[config.mk]
export PLATFORM = sky130hd
export DESIGN_NAME = page_block_bitmap_allocator
export DESIGN_NICKNAME = d
export VERILOG_FILES = /design/src/rtl/ppba_pkg.sv /design/src/rtl/ppba_ram.sv /design/src/rtl/page_block_bitmap_allocator.sv
export SDC_FILE = /design/constraint.sdc
export NUM_CORES = 1
export LEC_CHECK = 0
export ABC_AREA = 1
export BUFFER_PORTS_ARGS = -buffer_cell sky130_fd_sc_hd__clkbuf_2
export CORE_MARGIN = 4
export CORE_UTILIZATION = 45
export DETAILED_ROUTE_END_ITERATION = 8
export PLACE_DENSITY = 0.65
export SLEW_MARGIN = 20
export SYNTH_ARGS = -nofsm -noshare
export SYNTH_HDL_FRONTEND = slang
export SYNTH_SLANG_ARGS = --single-unit
export TNS_END_PERCENT = 30
[constraint.sdc]
create_clock -name clk -period 4 [get_ports clk]
set_input_delay 0.8 -clock clk [delete_from_list [all_inputs] [get_ports clk]]
set_output_delay 0.8 -clock clk [all_outputs]
set_load 0.005 [all_outputs]
[src/rtl/ppba_pkg.sv]
`timescale 1ns / 1ps
`default_nettype none

package ppba_pkg;

    localparam int DEF_BLOCK_COUNT     = 16;
    localparam int DEF_BLOCK_PAGES     = 16;
    localparam int DEF_RESERVED_BLOCKS = 8;

    localparam int CMD_W  = 3;
    localparam int PAGE_W = 8;

    typedef logic [CMD_W-1:0]  cmd_t;
    typedef logic [PAGE_W-1:0] page_t;

    localparam cmd_t CMD_ALLOC_PAGE  = 3'd0;
    localparam cmd_t CMD_ALLOC_BLOCK = 3'd1;
    localparam cmd_t CMD_ALLOC_GIVEN = 3'd2;
    localparam cmd_t CMD_FREE_PAGE   = 3'd3;
    localparam cmd_t CMD_FREE_BLOCK  = 3'd4;

endpackage

`default_nettype wire

[src/rtl/ppba_ram.sv]
`timescale 1ns / 1ps
`default_nettype none

module ppba_ram #(
    parameter int WIDTH = 16,
    parameter int DEPTH = 16
) (
    input  wire logic                     clk,
    input  wire logic                     wr_en,
    input  wire logic [$clog2(DEPTH)-1:0] wr_addr,
    input  wire logic [WIDTH-1:0]         wr_data,
    input  wire logic                     rd_en,
    input  wire logic [$clog2(DEPTH)-1:0] rd_addr,
    output logic      [WIDTH-1:0]         rd_data
);

    logic [WIDTH-1:0] mem [DEPTH];

    always_ff @(posedge clk)
    begin
        if (wr_en)
        begin
            mem[wr_addr] <= wr_data;
        end
    end

    always_ff @(posedge clk)
    begin
        if (rd_en)
        begin
            rd_data <= mem[rd_addr];
        end
    end

endmodule

`default_nettype wire

[src/rtl/page_block_bitmap_allocator.sv]
`timescale 1ns / 1ps
`default_nettype none

// Channel   Direction  Handshake              Payload
// request   in         in_valid / in_ready    cmd, page
// result    out        out_valid / out_ready  ok, page_out
//
// One request at a time, taken in the idle cycle. Alloc page and alloc block scan
// the usage memory one block word per cycle, then load the result into the output
// register. Alloc given block, free page and free block split page into block and
// offset by a reciprocal multiply at accept, then make at most one access to the
// memory: a write for free block, a read-modify-write for the other two.
// Reset leaves blocks below RESERVED_BLOCKS in use through per-block valid bits;
// no clearing pass. A result waits in the output register while the next
// request is taken; a full output register holds the block before its load.

module page_block_bitmap_allocator #(
    parameter int BLOCK_COUNT     = ppba_pkg::DEF_BLOCK_COUNT,
    parameter int BLOCK_PAGES     = ppba_pkg::DEF_BLOCK_PAGES,
    parameter int RESERVED_BLOCKS = ppba_pkg::DEF_RESERVED_BLOCKS
) (
    input  wire logic                         clk,
    input  wire logic                         rst_n,
    input  wire logic                         in_valid,
    output logic                              in_ready,
    input  wire logic [ppba_pkg::CMD_W-1:0]   cmd,
    input  wire logic [ppba_pkg::PAGE_W-1:0]  page,
    output logic                              out_valid,
    input  wire logic                         out_ready,
    output logic                              ok,
    output logic      [ppba_pkg::PAGE_W-1:0]  page_out
);

    localparam int IDX_W  = $clog2(BLOCK_COUNT);
    localparam int OFF_W  = $clog2(BLOCK_PAGES);
    localparam int PAGE_W = ppba_pkg::PAGE_W;

    localparam int RECIP_SH = 16;
    localparam int RECIP_M  = (2**RECIP_SH + BLOCK_PAGES - 1) / BLOCK_PAGES;
    localparam int PROD_W   = PAGE_W + RECIP_SH + 1;

    localparam logic [BLOCK_PAGES-1:0] FULL_WORD = {BLOCK_PAGES{1'b1}};
    localparam logic [BLOCK_PAGES-1:0] ONE_WORD  = BLOCK_PAGES'(1);

    localparam logic [2:0] S_IDLE  = 3'd0;
    localparam logic [2:0] S_CHECK = 3'd2;
    localparam logic [2:0] S_RMW   = 3'd3;
    localparam logic [2:0] S_SCAN  = 3'd4;
    localparam logic [2:0] S_PUSH  = 3'd5;

    function automatic logic [OFF_W-1:0] low_zero(input logic [BLOCK_PAGES-1:0] w);
        logic [OFF_W-1:0] r;
        r = '0;
        for (int i = BLOCK_PAGES - 1; i >= 0; i--)
        begin
            if (!w[i])
            begin
                r = OFF_W'(i);
            end
        end
        return r;
    endfunction

    logic [2:0]            state_reg, state_next;
    ppba_pkg::cmd_t        cmd_reg, cmd_next;
    ppba_pkg::page_t       page_reg, page_next;
    ppba_pkg::page_t       quo_reg, quo_next;
    logic [OFF_W-1:0]      rem_reg, rem_next;
    logic [IDX_W:0]        scan_idx_reg, scan_idx_next;
    ppba_pkg::page_t       issue_base_reg, issue_base_next;
    ppba_pkg::page_t       chk_base_reg, chk_base_next;
    logic                  pend_reg, pend_next;
    logic                  empty_found_reg, empty_found_next;
    logic [IDX_W-1:0]      empty_idx_reg, empty_idx_next;
    ppba_pkg::page_t       empty_base_reg, empty_base_next;
    logic [IDX_W-1:0]      rd_addr_reg;
    logic [BLOCK_COUNT-1:0] vld_reg, vld_next;
    logic                  res_ok_reg, res_ok_next;
    ppba_pkg::page_t       res_page_reg, res_page_next;
    logic                  out_valid_reg, out_valid_next;
    logic                  ok_reg;
    ppba_pkg::page_t       page_out_reg;

    logic                   wr_en;
    logic [IDX_W-1:0]       wr_addr;
    logic [BLOCK_PAGES-1:0] wr_data;
    logic                   rd_en;
    logic [IDX_W-1:0]       rd_addr;
    logic [BLOCK_PAGES-1:0] ram_q;
    logic [BLOCK_PAGES-1:0] word_eff;
    logic                   out_load;

    logic [PROD_W-1:0]      div_prod;
    ppba_pkg::page_t        div_quo;
    ppba_pkg::page_t        div_back;
    logic                   blk_ok;
    logic                   w_zero;
    logic                   w_full;
    logic                   w_last;
    logic [IDX_W-1:0]       e_idx;
    ppba_pkg::page_t        e_base;

    ppba_ram #(
        .WIDTH (BLOCK_PAGES),
        .DEPTH (BLOCK_COUNT)
    ) u_map (
        .clk     (clk),
        .wr_en   (wr_en),
        .wr_addr (wr_addr),
        .wr_data (wr_data),
        .rd_en   (rd_en),
        .rd_addr (rd_addr),
        .rd_data (ram_q)
    );

    assign word_eff = vld_reg[rd_addr_reg] ? ram_q :
                      ((32'(rd_addr_reg) < 32'(RESERVED_BLOCKS)) ? FULL_WORD : '0);

    assign div_prod = PROD_W'(page) * PROD_W'(RECIP_M);
    assign div_quo  = div_prod[RECIP_SH +: PAGE_W];
    assign div_back = page - div_quo * PAGE_W'(BLOCK_PAGES);
    assign blk_ok   = quo_reg < PAGE_W'(BLOCK_COUNT);

    assign w_zero = word_eff == '0;
    assign w_full = word_eff == FULL_WORD;
    assign w_last = rd_addr_reg == IDX_W'(BLOCK_COUNT - 1);
    assign e_idx  = empty_found_reg ? empty_idx_reg : rd_addr_reg;
    assign e_base = empty_found_reg ? empty_base_reg : chk_base_reg;

    assign in_ready  = state_reg == S_IDLE;
    assign out_load  = (state_reg == S_PUSH) && (!out_valid_reg || out_ready);
    assign out_valid = out_valid_reg;
    assign ok        = ok_reg;
    assign page_out  = page_out_reg;

    always_comb
    begin
        state_next       = state_reg;
        cmd_next         = cmd_reg;
        page_next        = page_reg;
        quo_next         = quo_reg;
        rem_next         = rem_reg;
        scan_idx_next    = scan_idx_reg;
        issue_base_next  = issue_base_reg;
        chk_base_next    = chk_base_reg;
        pend_next        = 1'b0;
        empty_found_next = empty_found_reg;
        empty_idx_next   = empty_idx_reg;
        empty_base_next  = empty_base_reg;
        vld_next         = vld_reg;
        res_ok_next      = res_ok_reg;
        res_page_next    = res_page_reg;
        wr_en            = 1'b0;
        wr_addr          = '0;
        wr_data          = '0;
        rd_en            = 1'b0;
        rd_addr          = '0;

        out_valid_next = out_valid_reg;
        if (out_valid_reg && out_ready)
        begin
            out_valid_next = 1'b0;
        end
        if (out_load)
        begin
            out_valid_next = 1'b1;
        end

        case (state_reg)
            S_IDLE:
            begin
                if (in_valid)
                begin
                    cmd_next         = cmd;
                    page_next        = page;
                    quo_next         = div_quo;
                    rem_next         = div_back[OFF_W-1:0];
                    scan_idx_next    = '0;
                    issue_base_next  = '0;
                    empty_found_next = 1'b0;
                    res_ok_next      = 1'b0;
                    res_page_next    = '0;
                    case (cmd)
                        ppba_pkg::CMD_ALLOC_PAGE,
                        ppba_pkg::CMD_ALLOC_BLOCK:
                        begin
                            state_next = S_SCAN;
                        end
                        ppba_pkg::CMD_ALLOC_GIVEN,
                        ppba_pkg::CMD_FREE_PAGE,
                        ppba_pkg::CMD_FREE_BLOCK:
                        begin
                            state_next = S_CHECK;
                        end
                        default:
                        begin
                            state_next = S_PUSH;
                        end
                    endcase
                end
            end

            S_CHECK:
            begin
                state_next = S_PUSH;
                if (blk_ok)
                begin
                    case (cmd_reg)
                        ppba_pkg::CMD_FREE_BLOCK:
                        begin
                            wr_en         = 1'b1;
                            wr_addr       = quo_reg[IDX_W-1:0];
                            wr_data       = '0;
                            vld_next[wr_addr] = 1'b1;
                            res_ok_next   = 1'b1;
                            res_page_next = page_reg;
                        end
                        ppba_pkg::CMD_FREE_PAGE:
                        begin
                            rd_en      = 1'b1;
                            rd_addr    = quo_reg[IDX_W-1:0];
                            state_next = S_RMW;
                        end
                        default:
                        begin
                            if (rem_reg == '0)
                            begin
                                rd_en      = 1'b1;
                                rd_addr    = quo_reg[IDX_W-1:0];
                                state_next = S_RMW;
                            end
                        end
                    endcase
                end
            end

            S_RMW:
            begin
                state_next = S_PUSH;
                if (cmd_reg == ppba_pkg::CMD_FREE_PAGE)
                begin
                    wr_en         = 1'b1;
                    wr_addr       = rd_addr_reg;
                    wr_data       = word_eff & ~(ONE_WORD << rem_reg);
                    vld_next[wr_addr] = 1'b1;
                    res_ok_next   = 1'b1;
                    res_page_next = page_reg;
                end
                else if (w_zero)
                begin
                    wr_en         = 1'b1;
                    wr_addr       = rd_addr_reg;
                    wr_data       = FULL_WORD;
                    vld_next[wr_addr] = 1'b1;
                    res_ok_next   = 1'b1;
                    res_page_next = page_reg;
                end
            end

            S_SCAN:
            begin
                if (scan_idx_reg < (IDX_W+1)'(BLOCK_COUNT))
                begin
                    rd_en           = 1'b1;
                    rd_addr         = scan_idx_reg[IDX_W-1:0];
                    scan_idx_next   = scan_idx_reg + 1'b1;
                    issue_base_next = issue_base_reg + PAGE_W'(BLOCK_PAGES);
                    pend_next       = 1'b1;
                end
                chk_base_next = issue_base_reg;
                if (pend_reg)
                begin
                    if (cmd_reg == ppba_pkg::CMD_ALLOC_PAGE)
                    begin
                        if (!w_zero && !w_full)
                        begin
                            wr_en         = 1'b1;
                            wr_addr       = rd_addr_reg;
                            wr_data       = word_eff | (ONE_WORD << low_zero(word_eff));
                            vld_next[wr_addr] = 1'b1;
                            res_ok_next   = 1'b1;
                            res_page_next = chk_base_reg + PAGE_W'(low_zero(word_eff));
                            state_next    = S_PUSH;
                        end
                        else if (w_last)
                        begin
                            if (empty_found_reg || w_zero)
                            begin
                                wr_en         = 1'b1;
                                wr_addr       = e_idx;
                                wr_data       = ONE_WORD;
                                vld_next[wr_addr] = 1'b1;
                                res_ok_next   = 1'b1;
                                res_page_next = e_base;
                            end
                            state_next = S_PUSH;
                        end
                        else if (w_zero && !empty_found_reg)
                        begin
                            empty_found_next = 1'b1;
                            empty_idx_next   = rd_addr_reg;
                            empty_base_next  = chk_base_reg;
                        end
                    end
                    else
                    begin
                        if (w_zero)
                        begin
                            wr_en         = 1'b1;
                            wr_addr       = rd_addr_reg;
                            wr_data       = FULL_WORD;
                            vld_next[wr_addr] = 1'b1;
                            res_ok_next   = 1'b1;
                            res_page_next = chk_base_reg;
                            state_next    = S_PUSH;
                        end
                        else if (w_last)
                        begin
                            state_next = S_PUSH;
                        end
                    end
                end
            end

            S_PUSH:
            begin
                if (out_load)
                begin
                    state_next = S_IDLE;
                end
            end

            default:
            begin
                state_next = S_IDLE;
            end
        endcase
    end

    always_ff @(posedge clk or negedge rst_n)
    begin
        if (!rst_n)
        begin
            state_reg       <= S_IDLE;
            pend_reg        <= 1'b0;
            empty_found_reg <= 1'b0;
            scan_idx_reg    <= '0;
            vld_reg         <= '0;
            out_valid_reg   <= 1'b0;
        end
        else
        begin
            state_reg       <= state_next;
            pend_reg        <= pend_next;
            empty_found_reg <= empty_found_next;
            scan_idx_reg    <= scan_idx_next;
            vld_reg         <= vld_next;
            out_valid_reg   <= out_valid_next;
        end
    end

    always_ff @(posedge clk)
    begin
        cmd_reg        <= cmd_next;
        page_reg       <= page_next;
        quo_reg        <= quo_next;
        rem_reg        <= rem_next;
        issue_base_reg <= issue_base_next;
        chk_base_reg   <= chk_base_next;
        empty_idx_reg  <= empty_idx_next;
        empty_base_reg <= empty_base_next;
        res_ok_reg     <= res_ok_next;
        res_page_reg   <= res_page_next;
        if (rd_en)
        begin
            rd_addr_reg <= rd_addr;
        end
        if (out_load)
        begin
            ok_reg       <= res_ok_reg;
            page_out_reg <= res_page_reg;
        end
    end

    a_write_state: assert property (@(posedge clk) disable iff (!rst_n)
        wr_en |-> (state_reg == S_CHECK || state_reg == S_RMW || state_reg == S_SCAN))
        else $error("memory write outside a modify state");

    a_write_range: assert property (@(posedge clk) disable iff (!rst_n)
        wr_en |-> (32'(wr_addr) < 32'(BLOCK_COUNT)))
        else $error("memory write beyond the map");

    a_fail_zero: assert property (@(posedge clk) disable iff (!rst_n)
        (out_valid && !ok) |-> (page_out == '0))
        else $error("refused request with nonzero page");

    a_scan_bound: assert property (@(posedge clk) disable iff (!rst_n)
        32'(scan_idx_reg) <= 32'(BLOCK_COUNT))
        else $error("scan index past the map");

    a_accept_busy: assert property (@(posedge clk) disable iff (!rst_n)
        (in_valid && in_ready) |=> (state_reg != S_IDLE))
        else $error("accepted request not started");

endmodule

`default_nettype wire
# Yosys cells after proc, flatten, opt, wreduce, memory -nomap -nowiden
# Memories as Yosys holds them, arrays and structs flattened. A register that Yosys moved wholly into a read port is not among the register bits.
# Index checks and enable logic that the tools add are counted.
dict set report totals {
  input_bits 15
  output_inout_bits 11
  mem_count 1
  reg_bits 96
  word_cells 232
  mem_bits_rw 256
}
dict set report op_classes {
  n_mux 131
  shifts 2
  reduce_logical 32
  magnitude_cmp 9
  addsub 4
  eq_ne 26
  bitwise 8
}
# name words word_bits rd rd_clocked_by_memory_dff wr line
set memory_table {}
lappend memory_table {u_map.mem 16 16 1 1 1 ppba_ram.sv:17} ;# logic [WIDTH-1:0] mem [DEPTH];
# op n
set op_table {}
lappend op_table {{$mux W16} 16}
lappend op_table {{$mux W4} 33}
lappend op_table {{$mux W8} 13}
lappend op_table {{$or A16 B16 Y16} 4}
lappend op_table {{$pmux W16 S3} 1}
lappend op_table {{$mux W1} 38}
lappend op_table {{$pmux W16 S2} 1}
lappend op_table {{$pmux W8 S4} 1}
lappend op_table {{$shl A1 B4 Y16 const A} 2}
lappend op_table {{$mux W3} 9}
lappend op_table {{$lt A4 B5 Y1 const B} 4}
lappend op_table {{$ne A2 B2 Y1 const B} 10}
lappend op_table {{$and A16 B16 Y16} 1}
lappend op_table {{$eq A16 B16 Y1 const B} 1}
lappend op_table {{$logic_not A16 Y1} 1}
lappend op_table {{$not A16 Y16} 1}
lappend op_table {{$pmux W4 S2} 2}
lappend op_table {{$pmux W8 S2} 1}
lappend op_table {{$eq A3 B2 Y1 const B} 5}
lappend op_table {{$pmux W3 S5} 1}
lappend op_table {{$reduce_and A7 Y1} 2}
lappend op_table {{$demux W1 S4} 3}
lappend op_table {{$eq A3 B3 Y1 const B} 4}
lappend op_table {{$ge A4 B1 Y1 const B} 3}
lappend op_table {{33 further kinds} 55}

# Longest topological paths before layout
# Gate-level depths: netlist of the first run.
dict set report depth {
  depth_word 29
  mapped_depth 28
  depth_no_buf 28
}

# Modules after synthesis
# From an unflattened synthesis of the first run, not the netlist that was laid out.
dict set report hier_totals {
  cells_unflattened 1833
  area_unflattened_um2 16842.4
}
# module area_each_um2 seq_area_each_um2 cells_per_inst n_inst
set modules_own_cells {}
lappend modules_own_cells {ppba_ram 11541.1 8167.8 1074 1}
lappend modules_own_cells {page_block_bitmap_allocator 5301.3 2147.1 759 1}

# Least setup slack after synthesis of the first run
# No wires, ideal clock.
dict set report synth_timing {
  kind {reg-to-reg}
  start {reg rd_addr_reg[0]}
  end {mem u_map.mem[7][0], enable pin}
  required_time_ns 3.612
  slack_ns 0.372
  period_less_slack_ns 3.628
  arrival_ns 3.239
  setup_ns 0.388
  path_stages_with_launch 22
  path_buffers 2
  cell_sequence {edfxtp_1 -> buf_6 -> o21ai_1 -> nand2_1 -> nand2_1 -> nand2_1 -> nand2_2 -> nor2_4 -> buf_6 -> o21ai_0 -> nand4_1 -> nor4_2 -> nand2_2 -> nand2_2 -> nand3_2 -> clkinv_2 -> nand2_2 -> nor2_1 -> nor2_1 -> inv_2 -> nand2_1 -> nor2_1}
}
dict set report synth_between {
  elab_chain_cells 13
  word_cells_on_any_way 31
  classes_between {order compare (1); eq/ne (2); mux (23); reduce/logical (5)}
}
# item line
set synth_lines {}
lappend synth_lines {{start, declared} page_block_bitmap_allocator.sv:76} ;# logic [IDX_W-1:0] rd_addr_reg;
lappend synth_lines {{start signal, assigned} page_block_bitmap_allocator.sv:376} ;# rd_addr_reg <= rd_addr;
lappend synth_lines {{$lt A4 B4 Y1 / $bmux W1 S4 (equally long branches)} {page_block_bitmap_allocator.sv:117, page_block_bitmap_allocator.sv:116}}
lappend synth_lines {{$mux W16 / $mux W1 (equally long branches)} {page_block_bitmap_allocator.sv:117, page_block_bitmap_allocator.sv:116}}
lappend synth_lines {{$mux W16} page_block_bitmap_allocator.sv:116} ;# assign word_eff = vld_reg[rd_addr_reg] ? ram_q :
lappend synth_lines {{$logic_not A16 Y1} page_block_bitmap_allocator.sv:124} ;# assign w_zero = word_eff == '0;
lappend synth_lines {{$logic_or A1 B1 Y1} page_block_bitmap_allocator.sv:287} ;# if (empty_found_reg || w_zero)
lappend synth_lines {{$mux W1} page_block_bitmap_allocator.sv:287}
lappend synth_lines {{$mux W1} page_block_bitmap_allocator.sv:285} ;# else if (w_last)
lappend synth_lines {{$mux W1} page_block_bitmap_allocator.sv:275} ;# if (!w_zero && !w_full)
lappend synth_lines {{$mux W1} page_block_bitmap_allocator.sv:273} ;# if (cmd_reg == ppba_pkg::CMD_ALLOC_PAGE)
lappend synth_lines {{$mux W1} page_block_bitmap_allocator.sv:271} ;# if (pend_reg)
lappend synth_lines {{$pmux W1 S3} page_block_bitmap_allocator.sv:169} ;# case (state_reg)
lappend synth_lines {{$mux W1} ppba_ram.sv:21} ;# if (wr_en)
lappend synth_lines {{$mux W1 (not written as such)} ppba_ram.sv:23} ;# mem[wr_addr] <= wr_data;
lappend synth_lines {{end, declared} ppba_ram.sv:17}
# Parallel ways exist; a longest one is shown, timed or not. The select of a mux whose other input is x is not followed.

# Worst setup path in the final report of the first run
dict set report layout_timing {
  start {reg rd_addr_reg[0]}
  end {mem u_map.mem[0][5], enable pin}
}
# The elaborated chain is that of the path after synthesis.

==> impl_metrics.ini, run 1 <==
[status]
status = finished, final reports clean

[clock_network]
clkTransAtPathRegs_ns = 0.06
clock-root-buffer = clkbuf_16
ctsHoldBuffers = 0
h-tree-depth = 2
cts_tree = built
clk_path_buf_depth = 3
cts_buffers = 37
clk_latency_ns = 0.53
clock-sinks = 348

[pwr]
p_total_mw = 15.2
vdd_drop_max_v = 0.000458
p_leak_nw = 6.63
powerDensity_nw_per_um2 = 849

[grt]
antenna_found_initial = 0
grt_use_total_pct = 21.7
grt_max_degree = 129
grt_pass1_vias = 10900
grt_pass1_wl_um = 64600
grt_remaining_overflow = 0

[sta]
rsz0062_at_grt = true
hold_viol_final = 0
min_period_ns = 3.80
fin_ws_ns = 0.198
finClkSkew_ns = 0.0162
tightestPinTransition_ns = 0.957
relSlewSlack_pct = 36.1
worst_hold_slack_ns = 0.332
fmax_mhz = 263
setup_viol = 0
slew_violations = 0
fin_crit_sh_pct = 95.1

[synth]
yosysUniqueCellTypes = 42
synth-seq-cells = 348
ys.flop_type = edfxtp_1
syn_nets = 1473
syn_area_um2 = 15500
ys_seq_area_share_pct = 66.4
synth_cells = 1456
syn_area_per_cell_um2 = 10.7
synth-async-reset-ratio_pct = 7.76
synth_edf_count = 321
yosysWarnings = 0

[critical_path]
required_ns = 4.23
worstSetupPathType = flop to flop
end_kind = flop
startpoint_type = flop
crit_arrival_ns = 4.03
critPathMaxFanout = 16

[floorplanning]
initial_core_util_pct = 46.0
die_w_um = 194
dieArea_um2 = 37600
die_h_um = 194
num_rows = 67
core_um2 = 33800
num_io_pins = 26

[drt]
drt-initial-drc-count = 1209
highest_layer = met4
dr_wl_met2_um = 19700
detail_route.first_pass.iterations = 5
drt-vias-per-instance = 5.75
drc = 0
wl_met3_um = 3010
wl_per_cell_um = 21.0
drt-met1-wl_um = 18100
wl_um = 41800
antenna_left = 0
via_count = 11500

[run]
maxCapViolCount = 0

[cells_and_area]
register_area_um2 = 10300
final_core_util_pct = 52.9
multi_input_area_um2 = 4560
diodes = 0
instances_no_fill = 1993
nNetsFinal = 1533
area_delta_synth_final_pct = 15.0
largest_register_ffs = 256
nFillCells = 2925
drive_above_1_share_pct = 12.5

[place]
place.gp.congestion = 0.945
place_inst = 1922
placement.setup.worst_slack_ns = 0.165
hpwl_um = 26300
port_buffers = 25

[hold_path]
hold_path_class = input pin to async pin
## cells in the mapped netlist (4+ instances only)
master / n / area [um^2]
dfrtp_1: 27 / 676
o21ai_1: 31 / 155
edfxtp_1: 321 / 9640
nand2_1: 232 / 871
o211ai_1: 26 / 195
o21bai_1: 7 / 52.6
o221ai_1: 38 / 333
buf_6: 4 / 45.0
nor3_1: 8 / 40.0
nand4_1: 14 / 87.6
nand2_2: 10 / 62.6
a21oi_1: 11 / 55.1
nor2_2: 5 / 31.3
inv_2: 12 / 45.0
o22ai_1: 54 / 338
nor2_1: 207 / 777
inv_1: 105 / 394
a31oi_1: 4 / 25.0
clkbuf_1: 55 / 206
nand3_1: 54 / 270
o21ai_0: 197 / 986
or2_2: 4 / 25.0
buf_2: 5 / 25.0
## placed cells by master (no fill, tap or decap), types with 4 or more instances in the layout
cell type | netlist | routed
a21oi_1 | 11 | 11
nand2_2 | 10 | 11
nand2_4 | 1 | 4
nand4_1 | 14 | 14
clkbuf_2 | 0 | 26
buf_4 | 3 | 46
inv_1 | 105 | 104
dfrtp_1 | 27 | 27
nor3_1 | 8 | 8
o21ai_0 | 197 | 194
o21ai_1 | 31 | 33
buf_12 | 0 | 17
clkbuf_1 | 55 | 11
nor2_2 | 5 | 12
o21bai_1 | 7 | 7
a31oi_1 | 4 | 4
clkbuf_16 | 0 | 37
clkinv_2 | 1 | 5
o22ai_1 | 54 | 51
clkinv_1 | 2 | 12
nand3_1 | 54 | 53
o211ai_1 | 26 | 26
o221ai_1 | 38 | 38
or2_2 | 4 | 4
edfxtp_1 | 321 | 321
nor2_1 | 207 | 200
inv_2 | 12 | 11
nand2_1 | 232 | 228
## layer usage
| layer | vias up | track usage (%) |
|---|---|---|
| met4 | 0 | 5.49 |
| met3 | 72 | 3.21 |
| met2 | 453 | 35.2 |
| met1 | 5620 | 31.2 |
| li1 | 5324 | - |
| met5 | - | 0 |
## per-stage QoR
stage / TNS (ns) / cell area (um^2)
2_1_floorplan: 0 / 15500
3_3_place_gp: 0 / 16700
3_5_place_dp: 0 / 16700
4_1_cts: 0 / 17800
5_1_grt: -4.54 / 17900
6_report: 0 / 17900
## kinds of logic (layout without fill, tap and decap cells)
family                   count (synthesis)  in the layout  share of synthesized area, %
AND/OR/NAND/NOR                        542            542                          14.4
AO/OA/AOI/OAI                          374            374                          14.1
flip-flops                             348            348                          66.4
buffers and inverters                  188            277                          4.85
adder cells (fa/ha/maj)                  2              2                         0.161
XOR/XNOR                                 2              2                         0.113
## critical path, stage by stage (launching register included)
cell      delay [ns]
edfxtp_1        0.47
clkbuf_2        0.18
nand2_1         0.07
nand2_1         0.05
nand2_1         0.05
nand2_1         0.05
nand2_1         0.07
nand2_2         0.09
nor2_4          0.17
nand2_1         0.17
o21ai_0         0.14
buf_4           0.17
nand4_1         0.10
nor4_2          0.18
nand2_2         0.18
nand2_2         0.16
nand3_2         0.09
clkinv_2        0.09
nand2_2         0.12
inv_2           0.24
nor2_1          0.13
nand3_1         0.09
nand3_1         0.10
nor2_2          0.15
buf_12          0.19
## final cells by class
| type | instances | area share, % |
|---|---|---|
| clock inverters | 19 | 1.04 |
| well taps | 448 | 3.14 |
| flip-flops and latches | 348 | 57.7 |
| repair buffers | 89 | 4.56 |
| inverters | 120 | 2.55 |
| multi-input cells | 920 | 25.5 |
| clock buffers | 49 | 5.49 |
## path summary, 6_finish.rpt
| kind | endpoint | cells past startpoint | startpoint | slack [ns] |
|---|---|---|---|---|
| setup / recovery | u_map.mem[0][5] | 24 | rd_addr_reg[0] | 0.20 |
| hold / removal | vld_reg[7] | 1 | rst_n | 0.33 |
| setup reg to reg | u_map.mem[0][5] | 24 | rd_addr_reg[0] | 0.20 |
| hold reg to reg | page_out[5] | 0 | res_page_reg[5] | 0.42 |
| max in group asynchronous | out_valid | 1 | rst_n | 3.18 |
| min in group clk | page_out[5] | 0 | res_page_reg[5] | 0.42 |
## timing repair
action / 4_1_cts / 5_1_grt
endpoints found under the setup margin: 0 / 400
setup buffers: 0 / 3
resized for setup: 0 / 14
## power breakdown
group	switching (mW)	leakage, nW	internal [mW]	total [mW]
logic	4.47	2.80	1.88	6.35
registers	0.337	3.27	5.24	5.57
clock network	1.38	0.560	1.88	3.26
Note: power is estimated with default switching activity, not from simulation.
==> inputs of run 2 (changes only) <==
--- a/config.mk
+++ b/config.mk
@@ -7,7 +7,7 @@
 export LEC_CHECK = 0
 export ABC_AREA = 1
 export BUFFER_PORTS_ARGS = -buffer_cell sky130_fd_sc_hd__clkbuf_2
-export CORE_MARGIN = 4
+export CORE_MARGIN = 2
 export CORE_UTILIZATION = 45
 export DETAILED_ROUTE_END_ITERATION = 8
 export PLACE_DENSITY = 0.65
@@ -15,4 +15,4 @@
 export SYNTH_ARGS = -nofsm -noshare
 export SYNTH_HDL_FRONTEND = slang
 export SYNTH_SLANG_ARGS = --single-unit
-export TNS_END_PERCENT = 30
+export TNS_END_PERCENT = 1
==> run 2 against run 1 <==
  * Worst hold slack improved by 0.0042 ns
  * Utilization fell by 0.24 points
  * Combinational power increased by 2%
==> impl_metrics.ini, run 2 (synthesis gave the netlist of run 1 again) <==
[critical_path]
crit_chain = buf_4 > nand2_1 > nand2_1 > nand2_1 > nand2_1 > nand2_1 > nand2_2 > nor2_4 > nand2_2 > o21ai_1 > nand4_1 > nor4_2 > nand2_2 > nand2_1 > nand2_1 > nand3_1 > nand3_1 > inv_4 > nand3_1 > inv_1 > buf_12
crit_arrival_ns = 3.98
cpMostUsedCell = nand2_1
worstSetupPathType = flop to flop
critical-path-slowest-cell = edfxtp_1
end_kind = flop
critPathMaxFanout = 16
required_ns = 4.23
critPathTopFamily = simple AND/OR/NAND/NOR gates
cpPeakStageDelay_ns = 0.42
path_buf_inv = 4
startpoint_type = flop

[clock_network]
clk_path_buf_depth = 3
clock-root-buffer = clkbuf_16
cts_buffers = 37
clock-sinks = 348
clk_latency_ns = 0.54
ctsHoldBuffers = 0
clkTransAtPathRegs_ns = 0.06
cts_tree = built
h-tree-depth = 2

[sta]
fin_crit_sh_pct = 93.7
finClkSkew_ns = 0.0172
setup_viol = 0
min_period_ns = 3.75
hold_viol_final = 0
slew_violations = 0
fmax_mhz = 267
tightestPinTransition_ns = 0.933
relSlewSlack_pct = 37.7

[pwr]
intPower_mw = 9.28
p_leak_nw = 6.74
seq_power_share_pct = 35.9
vdd_drop_max_v = 0.000369
swShare_pct = 40.2
p_switching_mw = 6.22
clockPowerShare_pct = 22.5
p_total_mw = 15.5
power.share.combinational_pct = 41.6
powerDensity_nw_per_um2 = 858

[drt]
drc = 0
drt-vias-per-instance = 5.72
via_count = 11500
antenna_left = 0
drt-initial-drc-count = 1471
wl_um = 41800
wl_per_cell_um = 20.8
detail_route.first_pass.iterations = 5

[floorplanning]
die_h_um = 190
die_w_um = 190
initial_core_util_pct = 45.3
dieArea_um2 = 36100
num_io_pins = 26
core_um2 = 34300
num_rows = 68

[status]
status = finished, final reports clean

[cells_and_area]
area_delta_synth_final_pct = 16.2
diodes = 0
nNetsFinal = 1544
largest_register_ffs = 256
final_core_util_pct = 52.7
mostFrequentLayoutCell = edfxtp_1
instances_no_fill = 2008
drive_above_1_share_pct = 13.7
final_cell_mix = edfxtp_1 (321), nand2_1 (229), nor2_1 (196)

[place]
place_inst = 1942
place.gp.congestion = 0.902
port_buffers = 25
hpwl_um = 27100

[grt]
antenna_found_initial = 0
grt_pass1_vias = 11100
grt_max_degree = 118
grt_use_total_pct = 23.4
grt_remaining_overflow = 0
grt_pass1_wl_um = 64900

[run]
maxCapViolCount = 0

[hold_path]
hold_path_class = input pin to async pin
==> run 2: layout make-up <==
cell class,instances,area [um^2]
repair buffers,100,902
flip-flops and latches,348,10300
clock inverters,22,258
clock buffers,43,980
multi-input cells,920,4580
inverters,120,455
well taps,455,569
fillers,2986,16200
==> run 2: worst reg2reg max path: cells and delay by family, from the launching register on <==
kind	cells	cell delay [ns]
simple gates	16	2.07
buf+inv	4	0.74
flops	1	0.42
compound gates	1	0.19
==> run 2: power by group through the flow <==
stage | clock [mW] | combinational (mW) | sequential (mW)
after global routing | 3.69 | 7.08 | 5.65
after CTS | 3.55 | 6.32 | 5.57
after global placement | 0 | 6.27 | 5.61
final | 3.48 | 6.45 | 5.57
after floorplan | 0 | 3.83 | 5.51
after detailed placement | 0 | 6.28 | 5.64
==> run 2: layer usage <==
layer,wire length [um],vias up,GRT usage [%]
met5,0,-,0
met4,844,0,6.41
met3,2940,65,3.34
met2,19600,486,37.6
met1,18400,5590,33.6
li1,-,5347,-
==> run 2: path summary, 6_finish.rpt <==
check / from / to / depth (start not counted) / slack, ns
setup reg to reg: rd_addr_reg[0] / u_map.mem[4][9] / 21 / 0.25
min in group clk: res_page_reg[0] / page_out[0] / 0 / 0.42
setup / recovery: rd_addr_reg[0] / u_map.mem[4][9] / 21 / 0.25
hold reg to reg: res_page_reg[0] / page_out[0] / 0 / 0.42
max in group asynchronous: rst_n / scan_idx_reg[3] / 1 / 3.15
hold / removal: rst_n / vld_reg[7] / 1 / 0.34
==> run 2: per-stage QoR <==
stage	setup slack (ns)	instance area (um^2)	TNS, ns	hold WS, ns
3_3_place_gp	0.192	16700	0	0.401
4_1_cts	0.140	18000	0	0.347
5_1_grt	-0.0374	18100	-0.993	0.387
2_1_floorplan	0.372	15500	0	0.400
3_5_place_dp	0.166	16700	0	0.407
6_report	0.254	18100	0	0.336
==> run 2: timing repair <==
item / CTS / global route
setup endpoints to repair: 0 / 459
gates resized for setup: 0 / 24
buffers inserted: 0 / 1
